`config.mk`:
```
export PLATFORM = sky130hd
export DESIGN_NAME = lfsr_filter_stream_cipher
export DESIGN_NICKNAME = d
export VERILOG_FILES = /design/src/hw/rtl/lfc_pkg.sv /design/src/hw/rtl/lfc_ctrl.sv /design/src/hw/rtl/lfc_dpath.sv /design/src/hw/rtl/lfsr_filter_stream_cipher.sv
export SDC_FILE = /design/constraint.sdc
export NUM_CORES = 1
export LEC_CHECK = 0
export ABC_AREA = 1
export BUFFER_PORTS_ARGS = -buffer_cell sky130_fd_sc_hd__clkbuf_2
export CAP_MARGIN = 10
export CORE_UTILIZATION = 54
export CTS_CLUSTER_DIAMETER = 40
export DETAILED_ROUTE_END_ITERATION = 10
export PLACE_DENSITY = 0.81
export SLEW_MARGIN = 20
export SYNTH_ARGS = -nofsm -noshare
export SYNTH_HDL_FRONTEND = slang
export SYNTH_SLANG_ARGS = --single-unit
```
`constraint.sdc`:
```
create_clock -name clk_i -period 3.6 [get_ports clk_i]
set_clock_uncertainty 0.1 [all_clocks]
set_input_delay 1.08 -clock clk_i [delete_from_list [all_inputs] [get_ports clk_i]]
set_output_delay 1.08 -clock clk_i [all_outputs]
set_load 0.005 [all_outputs]
```
`src/hw/rtl/lfc_pkg.sv`:
```
// ----------------------------------------------------------------------------
// lfc_pkg
// Shared types, constants and the nonlinear filter of the lfsr stream cipher.
// ----------------------------------------------------------------------------
package lfc_pkg;

  localparam int unsigned StateW  = 48;
  localparam int unsigned KeyLoW  = 32;
  localparam int unsigned KeyHiW  = 16;
  localparam int unsigned TagW    = 32;
  localparam int unsigned NonceW  = 32;
  localparam int unsigned DataW   = 8;
  localparam int unsigned CountW  = 4;
  localparam int unsigned RoundW  = 6;
  localparam int unsigned PosW    = 3;
  localparam int unsigned CfgIdxW = 2;
  localparam int unsigned CfgW    = 32;
  localparam int unsigned InDataW = 80;

  localparam logic [RoundW-1:0] InitRounds = RoundW'(32);
  localparam logic [CountW-1:0] MaxBits    = CountW'(8);

  // register indexes of the configuration port
  localparam logic [CfgIdxW-1:0] RegKeyLow  = 2'd0;
  localparam logic [CfgIdxW-1:0] RegKeyHigh = 2'd1;
  localparam logic [CfgIdxW-1:0] RegReverse = 2'd2;

  // request kinds carried in tuser
  localparam logic ReqInit  = 1'b0;
  localparam logic ReqCrypt = 1'b1;

  // filter tables
  localparam logic [15:0] TabA = 16'h2C79;
  localparam logic [15:0] TabB = 16'h6671;
  localparam logic [31:0] TabC = 32'h7907287B;

  // controller to datapath
  typedef struct packed {
    logic load;
    logic step;
    logic push;
  } lfc_cmd_t;

  // datapath to controller
  typedef struct packed {
    logic done;
  } lfc_stat_t;

  // two-level nonlinear filter over five four-bit groups of state bits
  function automatic logic lfc_filter(input logic [StateW-1:0] x);
    logic [4:0] sel;
    begin
      sel[0] = TabA[{x[5], x[4], x[2], x[1]}];
      sel[1] = TabB[{x[14], x[13], x[11], x[7]}];
      sel[2] = TabB[{x[25], x[22], x[20], x[16]}];
      sel[3] = TabB[{x[32], x[30], x[28], x[27]}];
      sel[4] = TabA[{x[45], x[43], x[42], x[33]}];
      return TabC[sel];
    end
  endfunction

  // linear feedback bit of the register
  function automatic logic lfc_feedback(input logic [StateW-1:0] x);
    begin
      return x[0] ^ x[2] ^ x[3] ^ x[6] ^ x[7] ^ x[8] ^ x[16] ^ x[22] ^ x[23]
           ^ x[26] ^ x[30] ^ x[41] ^ x[42] ^ x[43] ^ x[46] ^ x[47];
    end
  endfunction

endpackage

```
`src/hw/rtl/lfc_ctrl.sv`:
```
// ----------------------------------------------------------------------------
// lfc_ctrl
// Sequencer: accepts a request, runs the datapath rounds, hands the result
// to the output register once that register is free.
// ----------------------------------------------------------------------------
module lfc_ctrl
  import lfc_pkg::*;
(
  input  logic      clk_i,
  input  logic      rst_ni,
  input  logic      in_valid_i,
  output logic      in_ready_o,
  output logic      out_valid_o,
  input  logic      out_ready_i,
  input  lfc_stat_t stat_i,
  output lfc_cmd_t  cmd_o
);

  typedef enum logic {
    ST_IDLE,
    ST_RUN
  } state_e;

  state_e state_q, state_d;
  logic   out_vld_q, out_vld_d;

  // next state and commands
  always_comb begin
    state_d = state_q;
    cmd_o   = '0;
    unique case (state_q)
      ST_IDLE: begin
        if (in_valid_i) begin
          cmd_o.load = 1'b1;
          state_d    = ST_RUN;
        end
      end
      ST_RUN: begin
        if (!stat_i.done) begin
          cmd_o.step = 1'b1;
        end else if (!out_vld_q || out_ready_i) begin
          cmd_o.push = 1'b1;
          state_d    = ST_IDLE;
        end
      end
      default: state_d = ST_IDLE;
    endcase
    out_vld_d = cmd_o.push | (out_vld_q & ~out_ready_i);
  end

  // state and output valid
  always_ff @(posedge clk_i or negedge rst_ni) begin
    if (!rst_ni) begin
      state_q   <= ST_IDLE;
      out_vld_q <= 1'b0;
    end else begin
      state_q   <= state_d;
      out_vld_q <= out_vld_d;
    end
  end

  assign in_ready_o  = (state_q == ST_IDLE);
  assign out_valid_o = out_vld_q;

endmodule

```
`src/hw/rtl/lfc_dpath.sv`:
```
// ----------------------------------------------------------------------------
// lfc_dpath
// Cipher datapath: key registers, 48-bit lfsr, round counter, data and
// result registers and the output register.
// ----------------------------------------------------------------------------
module lfc_dpath
  import lfc_pkg::*;
(
  input  logic               clk_i,
  input  logic               rst_ni,
  input  logic               cfg_we_i,
  input  logic [CfgIdxW-1:0] cfg_idx_i,
  input  logic [CfgW-1:0]    cfg_data_i,
  input  logic               req_type_i,
  input  logic [TagW-1:0]    tag_id_i,
  input  logic [NonceW-1:0]  nonce_i,
  input  logic [DataW-1:0]   data_byte_i,
  input  logic [CountW-1:0]  bit_count_i,
  input  lfc_cmd_t           cmd_i,
  output lfc_stat_t          stat_o,
  output logic [DataW-1:0]   out_byte_o
);

  logic [KeyLoW-1:0] key_lo_q;
  logic [KeyHiW-1:0] key_hi_q;
  logic              rev_q;

  logic [StateW-1:0] lfsr_q;
  logic [NonceW-1:0] mix_q;
  logic [RoundW-1:0] rnd_q;
  logic [PosW-1:0]   pos_q;
  logic              mode_q;
  logic [DataW-1:0]  dat_q;
  logic [DataW-1:0]  res_q;
  logic [DataW-1:0]  out_q;

  logic [KeyLoW-1:0] kl_rev;
  logic [KeyHiW-1:0] kh_rev;
  logic [TagW-1:0]   tag_rev;
  logic [NonceW-1:0] nv_rev;
  logic [KeyLoW-1:0] kl_sel;
  logic [KeyHiW-1:0] kh_sel;
  logic [TagW-1:0]   tag_sel;
  logic [NonceW-1:0] nv_sel;
  logic [StateW-1:0] lfsr_shr;
  logic [StateW-1:0] lfsr_crypt;
  logic [CountW-1:0] cnt_sat;

  // configuration registers
  always_ff @(posedge clk_i or negedge rst_ni) begin
    if (!rst_ni) begin
      key_lo_q <= '0;
      key_hi_q <= '0;
      rev_q    <= 1'b0;
    end else if (cfg_we_i) begin
      unique case (cfg_idx_i)
        RegKeyLow:  key_lo_q <= cfg_data_i[KeyLoW-1:0];
        RegKeyHigh: key_hi_q <= cfg_data_i[KeyHiW-1:0];
        RegReverse: rev_q    <= cfg_data_i[0];
        default: ;
      endcase
    end
  end

  // bit-reversed copies of key, nonce and tag id
  assign kl_rev  = {<<{key_lo_q}};
  assign kh_rev  = {<<{key_hi_q}};
  assign tag_rev = {<<{tag_id_i}};
  assign nv_rev  = {<<{nonce_i}};

  // optional bit reversal of key, nonce and tag id
  always_comb begin
    kl_sel  = rev_q ? kl_rev  : key_lo_q;
    kh_sel  = rev_q ? kh_rev  : key_hi_q;
    tag_sel = rev_q ? tag_rev : tag_id_i;
    nv_sel  = rev_q ? nv_rev  : nonce_i;
    cnt_sat = (bit_count_i > MaxBits) ? MaxBits : bit_count_i;
  end

  // one-step candidates of the lfsr
  assign lfsr_shr   = {1'b0, lfsr_q[StateW-1:1]};
  assign lfsr_crypt = {lfc_feedback(lfsr_q), lfsr_q[StateW-1:1]};

  // lfsr and round counter
  always_ff @(posedge clk_i or negedge rst_ni) begin
    if (!rst_ni) begin
      lfsr_q <= '0;
      rnd_q  <= '0;
    end else if (cmd_i.load) begin
      if (req_type_i == ReqInit) begin
        lfsr_q <= {kh_sel, tag_sel};
        rnd_q  <= InitRounds;
      end else begin
        rnd_q  <= RoundW'(cnt_sat);
      end
    end else if (cmd_i.step) begin
      rnd_q <= rnd_q - RoundW'(1);
      if (mode_q == ReqInit) begin
        lfsr_q <= {lfc_filter(lfsr_shr) ^ mix_q[0], lfsr_q[StateW-1:1]};
      end else begin
        lfsr_q <= lfsr_crypt;
      end
    end
  end

  // request payload, mixing word and result bits
  always_ff @(posedge clk_i) begin
    if (cmd_i.load) begin
      mode_q <= req_type_i;
      mix_q  <= nv_sel ^ kl_sel;
      dat_q  <= data_byte_i;
      pos_q  <= PosW'(DataW - 1);
      res_q  <= '0;
    end else if (cmd_i.step) begin
      mix_q <= {1'b0, mix_q[NonceW-1:1]};
      if (mode_q == ReqCrypt) begin
        res_q[pos_q] <= lfc_filter(lfsr_crypt) ^ dat_q[pos_q];
        pos_q        <= pos_q - PosW'(1);
      end
    end
  end

  // output register
  always_ff @(posedge clk_i) begin
    if (cmd_i.push) begin
      out_q <= res_q;
    end
  end

  assign stat_o.done = (rnd_q == '0);
  assign out_byte_o  = out_q;

endmodule

```
`src/hw/rtl/lfsr_filter_stream_cipher.sv`:
```
// Operation: an init request runs InitRounds lfsr steps after acceptance, a crypt
// request bit_count steps with bit_count saturated at 8 (no step for a zero bit
// count); one lfsr step a cycle; the result then waits for a free output register.
// Requests: one at a time, a new one only once the last result is in the output
// register; the next request is taken while a result waits.
// Reset: asynchronous, active low; clears lfsr state, key registers, control.
// ----------------------------------------------------------------------------
// lfsr_filter_stream_cipher
// 48-bit lfsr stream cipher with a two-level nonlinear filter, stream ports.
// ----------------------------------------------------------------------------
module lfsr_filter_stream_cipher
  import lfc_pkg::*;
(
  input  logic               clk_i,
  input  logic               rst_ni,
  // configuration write port
  input  logic               cfg_we_i,
  input  logic [CfgIdxW-1:0] cfg_idx_i,
  input  logic [CfgW-1:0]    cfg_data_i,
  // request stream
  input  logic               s_axis_tvalid,
  output logic               s_axis_tready,
  input  logic [InDataW-1:0] s_axis_tdata,  // tag_id, nonce, data_byte, bit_count, zero pad
  input  logic               s_axis_tuser,  // req_type
  // result stream
  output logic               m_axis_tvalid,
  input  logic               m_axis_tready,
  output logic [DataW-1:0]   m_axis_tdata   // out_byte
);

  lfc_cmd_t         cmd;
  lfc_stat_t        stat;
  logic [DataW-1:0] out_byte;

  lfc_ctrl u_ctrl (
    .clk_i       (clk_i),
    .rst_ni      (rst_ni),
    .in_valid_i  (s_axis_tvalid),
    .in_ready_o  (s_axis_tready),
    .out_valid_o (m_axis_tvalid),
    .out_ready_i (m_axis_tready),
    .stat_i      (stat),
    .cmd_o       (cmd)
  );

  lfc_dpath u_dpath (
    .clk_i       (clk_i),
    .rst_ni      (rst_ni),
    .cfg_we_i    (cfg_we_i),
    .cfg_idx_i   (cfg_idx_i),
    .cfg_data_i  (cfg_data_i),
    .req_type_i  (s_axis_tuser),
    .tag_id_i    (s_axis_tdata[TagW-1:0]),
    .nonce_i     (s_axis_tdata[TagW+NonceW-1:TagW]),
    .data_byte_i (s_axis_tdata[TagW+NonceW+DataW-1:TagW+NonceW]),
    .bit_count_i (s_axis_tdata[TagW+NonceW+DataW+CountW-1:TagW+NonceW+DataW]),
    .cmd_i       (cmd),
    .stat_o      (stat),
    .out_byte_o  (out_byte)
  );

  assign m_axis_tdata = out_byte;

endmodule

```
==> impl_metrics.toml, run 1 <==
[finish]
finalNetCount = 1328
flow.area_growth_from_synthesis_pct = 16.1
num_antenna_cells = 0
mostFrequentLayoutCells = "o21ai_0, nand2_1, inv_1, clkbuf_2, dfrtp_1"
fillCellCount = 1337
post_route_cells_drive_above_1_share = 0.172
mostFrequentLayoutCell = "o21ai_0"

[timing]
tightest_slew_ns = 0.982
final-hold-violation-count = 0
fmax_mhz = 378
finalSetupViolCount = 0
slew_viol_final = 0
finalCritPeriodShare = 0.736
slew-limit-headroom = 0.345
final_period_minus_worst_setup_slack_ns = 2.65
totalNegativeSetupSlack_ns = 0
final.setup.worst_slack_ns = 0.951
setup_repair_after_global_routing_missed_its_margin = "no"

[critical_path]
reg2regPathDepth = 13
timing.critical_path.slowest_cell_delay_ns = 0.36
worstPathRequired_ns = 3.82
path_buf_inv = 3
crit_arrival_ns = 2.87
critPathMaxFanout = 8
cp_top_family = "simple AND/OR/NAND/NOR gates"
worst_path_max_delay_cell = "dfrtp_1"
cp_cell_sequence = "inv_1 > ha_1 > or2_2 > a32oi_1 > inv_1 > ha_1 > nand3_1 > nand3_1 > nand3_1 > nand2_4 > xnor2_4 > o21ai_1 > inv_1"
path_class = "reg2reg"
setup.worst_path.end_class = "flip-flop"
critical_path.startpoint_type = "flip-flop"
timing.critical_path.depth = 13

[grt]
maximum_number_of_pins_on_one_net_before_global_route_repair = 102
antenna_found_initial = 0
grt_use_total = 0.246
grt_overflow = 0
first_pass_grt_wire_length_um = 32300
number_of_global_route_vias_before_repair = 7083

[clocking]
htree_num_levels = 4
cts.clk_slew.worst_paths_ns = 0.06
cts.repair.resized = 0
cts_tree = "yes"
worstSkewPairLatency_ns = 0.43
cts-hold-fix-buffers = 0
numCtsBuffers = 17
clockRootBuffer = "clkbuf_16"
postCtsSetupBuffers = 0
cts_max_path_buffers = 2
cts_sinks = 165

[detailed_routing]
drt_pre_antenna_iters = 5
via_count = 7520
detail_route_antenna_nets = 0
drcViolationCount = 0
total_routed_wirelength_um = 19600
iteration_0_drc_count_of_the_detailed_router = 518
avgRoutedWirePerCell_um = 13.8
routed_via_density = 5.29

[logic_synthesis]
syn_avg_cell_area_um2 = 8.08
ys.warnings.count = 0
postSynthCellCount = 1090
yosysUniqueCellTypes = 34
ys_seq_area_frac = 0.491
ys_seq_elements = 165
synth_area_mm2 = 0.00880
synthesized_nets = 1226

[placed_design]
place_hpwl_um = 13300
gp_congestion = 0.817
io_buffer_count = 125
pre_cts_ws_ns = 0.656

[floorplan]
initial_core_util = 0.554
fp.dieArea_mm2 = 0.0168
die_w_um = 130
floorplan.io_pins = 130
core_area_mm2 = 0.0159
die-height_um = 130
std_cell_rows = 46

[power]
cellLeakagePower_nw = 5.04
max-vdd-ir-drop_uv = 423
total_power_w = 0.00805
power_density_mw_per_mm2 = 787

[flow_run]
max_cap_viol_count = 0

[run_status]
run_status = "finished, final reports clean"

[min_path]
worst_hold_path.num_cells = 0
worst_min_path_class = "reg2reg"
-- synthesized netlist by cell type --
cell        n  area share
nand2_1   191       0.081
clkbuf_1   42       0.018
nand2_2     4      0.0028
nand3_2     3      0.0034
ha_1       16       0.023
a32o_1      2      0.0023
nor3_1     19       0.011
o21ai_0   192        0.11
inv_2       9      0.0038
a21oi_1    66       0.038
a31oi_1     2      0.0014
a32oi_1     1     0.00099
or2_4       1     0.00099
edfxtp_1   49        0.17
dfxtp_1    11       0.025
inv_1     157       0.067
o31ai_1    15       0.013
dfrtp_1   105        0.30
o21ai_1    46       0.026
xor2_1     21       0.021
xnor2_1     5      0.0050
buf_1       4      0.0017
or2_2       1     0.00071
buf_2       8      0.0045
and2_1      2      0.0014
xnor2_4     1      0.0031
o22ai_1     1     0.00071
nor2_2      1     0.00071
nand2_4     2      0.0026
nand3_1    27       0.015
nand3b_1    1     0.00085
nor2_1     67       0.029
o211ai_1    2      0.0017
mux2_2     16       0.020
-- per-stage QoR --
stage | area [um^2] | hold WS (ns) | std cells | util
finish | 10200 | 0.328 | 1421 | 0.643
global route | 10200 | 0.339 | 1421 | 0.643
CTS | 10200 | 0.331 | 1421 | 0.643
detailed placement | 9610 | 0.316 | 1389 | 0.605
global placement | 9610 | 0.312 | 1389 | 0.605
floorplan | 8800 | 0.308 | 1090 | -
-- layout make-up --
class | count | area [um^2] | share of cell area
Inverter | 166 | 623 | 0.0610
Clock inverter | 11 | 151 | 0.0148
Tap cell | 216 | 270 | 0.0264
Sequential cell | 165 | 4320 | 0.423
Multi-Input combinational cell | 705 | 3650 | 0.357
Clock buffer | 21 | 460 | 0.0450
Timing Repair Buffer | 137 | 743 | 0.0727
-- worst paths after layout --
path                                          to  slack, ns              start
max reg2reg                     u_dpath.res_q[3]       0.95  u_dpath.lfsr_q[3]
min reg2reg                u_dpath.out_byte_o[1]       0.33   u_dpath.res_q[1]
max in group asynchronous     u_dpath.lfsr_q[12]       2.11             rst_ni
min                        u_dpath.out_byte_o[1]       0.33   u_dpath.res_q[1]
max                             u_dpath.res_q[3]       0.95  u_dpath.lfsr_q[3]
min in group asynchronous   u_dpath.key_lo_q[12]       0.57             rst_ni
-- sequential cells by signal, indices dropped and copies added (netlist names), 3 cells and up --
name,flops
u_dpath.dat_q,8
u_dpath.key_hi_q,16
u_dpath.key_lo_q,32
u_dpath.lfsr_q,48
u_dpath.mix_q,32
u_dpath.out_byte_o,8
u_dpath.pos_q,3
u_dpath.res_q,8
u_dpath.rnd_q,6
-- worst register-to-register path: cells and delay by family, from the launching register on --
kind                       cells  cell delay (ns)
AOI/OAI and AO/OA              2             0.41
xor gates and xnor gates       1             0.16
adders and majority gates      2             0.49
buffers and inverters          3             0.29
DFF                            1             0.36
and+or+nand+nor                5             0.73
-- metal layers --
metal / part of all wire / global-route usage / up-vias
li1: - / - / 3775
met1: 0.43 / 0.319 / 3524
met2: 0.50 / 0.419 / 199
met3: 0.053 / 0.0513 / 22
met4: 0.012 / 0.0718 / 0
met5: 0 / 0 / -
-- power by group --
group	internal [W]	leakage, nW	switching [W]
combinational	0.00116	2.85	0.00197
sequential	0.00269	1.90	0.000349
clock	0.00113	0.291	0.000750
-- kinds of logic after synthesis --
group,share of synthesized area
buf+inv,0.0949
fa+ha+maj,0.0227
mux,0.0205
xor+xnor,0.0290
compound gates,0.193
simple gates,0.150
flops,0.491
No activity file was read; power rests on OpenSTA's default activity.
==> run 2: changes to the inputs <==
- ABC_AREA: 1 -> 0
- clock period: 3.6 -> 2.45 ns (I/O delays scaled with it)
==> impl_metrics.toml, run 2 <==
[run_status]
run_status = "finished, violations left"
failing_checks = "negative setup slack"

[floorplan]
die-height_um = 128
initial_core_util = 0.557
floorplan.io_pins = 130
core_area_mm2 = 0.0153
fp.dieArea_mm2 = 0.0163
std_cell_rows = 45
die_w_um = 128

[detailed_routing]
iteration_0_drc_count_of_the_detailed_router = 470
via_count = 6492
routed_via_density = 5.44
drcViolationCount = 0
avgRoutedWirePerCell_um = 15.3
drt_pre_antenna_iters = 4
total_routed_wirelength_um = 18300
detail_route_antenna_nets = 0

[clocking]
clockRootBuffer = "clkbuf_16"
cts_max_path_buffers = 2
cts.clk_slew.worst_paths_ns = 0.06
cts_tree = "yes"
cts_sinks = 165
numCtsBuffers = 17
worstSkewPairLatency_ns = 0.43
cts-hold-fix-buffers = 0
htree_num_levels = 4

[timing]
slew_viol_final = 0
finalCritPeriodShare = 1.11
fmax_mhz = 368
tightest_slew_ns = 0.506
final.setup.worst_slack_ns = -0.265
finalSetupViolCount = 9
setup_repair_after_global_routing_missed_its_margin = "yes"
final_period_minus_worst_setup_slack_ns = 2.71
slew-limit-headroom = 0.663
totalNegativeSetupSlack_ns = -1.91
final-hold-violation-count = 0

[placed_design]
placed_cells = 1154
io_buffer_count = 125
place_hpwl_um = 12600
place_area_mm2 = 0.00956
pre_cts_ws_ns = -0.323
gp_congestion = 0.807

[power]
power_density_mw_per_mm2 = 1250
seq_power_share = 0.371
netSwitchingFraction = 0.373
max-vdd-ir-drop_uv = 695
pwr-share-comb = 0.421
power_report.internal_total_w = 0.00805
clock_power_share = 0.208
cellLeakagePower_nw = 4.47
switching_power_w = 0.00480

[logic_synthesis]
ys_seq_area_frac = 0.507
yosysUniqueCellTypes = 42
netlist.top_cell.by_area = "dfrtp_1"
yosys-top-cells-area = "dfrtp_1, edfxtp_1, o21ai_0"
ys.warnings.count = 0
ys.flop_type = "dfrtp_1"
synthTopCellsByCount = "nand2_1, o21ai_0, dfrtp_1"
synth_area_mm2 = 0.00852
postSynthCellCount = 840
edff_count_synth = 49
syn_avg_cell_area_um2 = 10.1
synthMostInstantiatedCell = "nand2_1"
synthesized_nets = 976
async_flop_share = 0.636
synth_top_area_frac = 0.308
ys_seq_elements = 165

[finish]
num_antenna_cells = 0
largest_register_ff_count = 48
top_register = "u_dpath.lfsr_q"
finalNetCount = 1106
final_design_area_no_fill_mm2 = 0.0103
top_regs = "u_dpath.lfsr_q (48), u_dpath.key_lo_q (32), u_dpath.mix_q (32)"
fillCellCount = 1191
mostFrequentLayoutCell = "nand2_1"
post_route_cells_drive_above_1_share = 0.284
mostFrequentLayoutCells = "nand2_1, o21ai_0, clkbuf_2, dfrtp_1, nor2_1"
flow.area_growth_from_synthesis_pct = 21.0
instances_no_fill = 1194

[grt]
antenna_found_initial = 0
number_of_global_route_vias_before_repair = 6432
first_pass_grt_wire_length_um = 30200
grt_use_total = 0.239
grt_overflow = 0
maximum_number_of_pins_on_one_net_before_global_route_repair = 95

[min_path]
worst_min_path_class = "in2async"

[critical_path]
worstPathRequired_ns = 2.66
setup.worst_path.end_class = "flip-flop"
path_class = "reg2reg"
crit_arrival_ns = 2.93
critPathMaxFanout = 4
critical_path.startpoint_type = "flip-flop"

[flow_run]
max_cap_viol_count = 0
==> run 2: final cells by class <==
cell class,instances,area [um^2],area share
clock buffer,17,425,0.0412
clock inverter,15,161,0.0156
inverter,23,86.3,0.00837
multi-input combinational,604,4080,0.396
sequential,165,4320,0.419
tap,211,264,0.0256
timing repair buffer,159,971,0.0941
==> run 2: cell families (layout without fill, tap and decap cells) <==
kind of cell | Yosys count | after routing | synth area share
AOI/OAI and AO/OA | 196 | 198 | 0.130
muxes | 103 | 103 | 0.133
xor gates and xnor gates | 54 | 54 | 0.0555
and+or+nand+nor | 233 | 233 | 0.117
DFF | 165 | 165 | 0.507
adders and majority gates | 16 | 16 | 0.0235
buffers and inverters | 73 | 214 | 0.0342
==> run 2: final timing paths <==
kind / slack [ns] / start / cells past startpoint / endpoint
max in group asynchronous: 1.57 / rst_ni / 2 / u_dpath.rev_q
min reg2reg: 0.33 / u_dpath.res_q[0] / 0 / u_dpath.out_byte_o[0]
min: 0.07 / rst_ni / 1 / u_dpath.lfsr_q[35]
max reg2reg: -0.26 / u_dpath.lfsr_q[2] / 13 / u_dpath.res_q[6]
min in group clk_i: 0.33 / u_dpath.res_q[0] / 0 / u_dpath.out_byte_o[0]
max: -0.26 / u_dpath.lfsr_q[2] / 13 / u_dpath.res_q[6]
==> run 2: critical path, cell delays in order (launching register included) <==
cell      delay (ns)
dfrtp_2         0.46
ha_4            0.28
nor2_2          0.04
a211oi_2        0.18
a21o_1          0.20
ha_2            0.21
mux2i_1         0.07
nor2_1          0.09
a31oi_1         0.06
a32oi_2         0.21
buf_4           0.19
o21ai_4         0.10
nor4_2          0.33
nor3_2          0.08
==> run 2: per-layer routing <==
| layer | vias up | global-route usage | routed length [um] |
|---|---|---|---|
| li1 | 3211 | - | - |
| met1 | 3063 | 0.296 | 7890 |
| met2 | 178 | 0.394 | 8870 |
| met3 | 40 | 0.0582 | 954 |
| met4 | 0 | 0.115 | 540 |
| met5 | - | 0 | 0 |
==> run 2: power groups by stage <==
stage	combinational (W)	sequential, W	clock (W)
2_1_floorplan	0.00370	0.00451	0
3_3_place_gp	0.00446	0.00473	0
3_5_place_dp	0.00467	0.00478	0
4_1_cts	0.00512	0.00474	0.00272
5_1_grt	0.00602	0.00489	0.00282
6_report	0.00541	0.00476	0.00267
==> run 2: metrics by stage <==
step | power (W) | hold slack, ns | utilization
floorplan | 0.00821 | 0.303 | -
global placement | 0.00920 | 0.315 | 0.624
detailed placement | 0.00945 | 0.317 | 0.624
CTS | 0.0126 | 0.0657 | 0.667
global route | 0.0137 | 0.0682 | 0.673
finish | 0.0128 | 0.0693 | 0.673
==> run 2: repair_timing <==
item,4_1_cts,5_1_grt
gates cloned,1,1
setup buffers,4,2
endpoints found under the setup margin,9,9
gates resized for setup,8,14
pin swaps,9,15
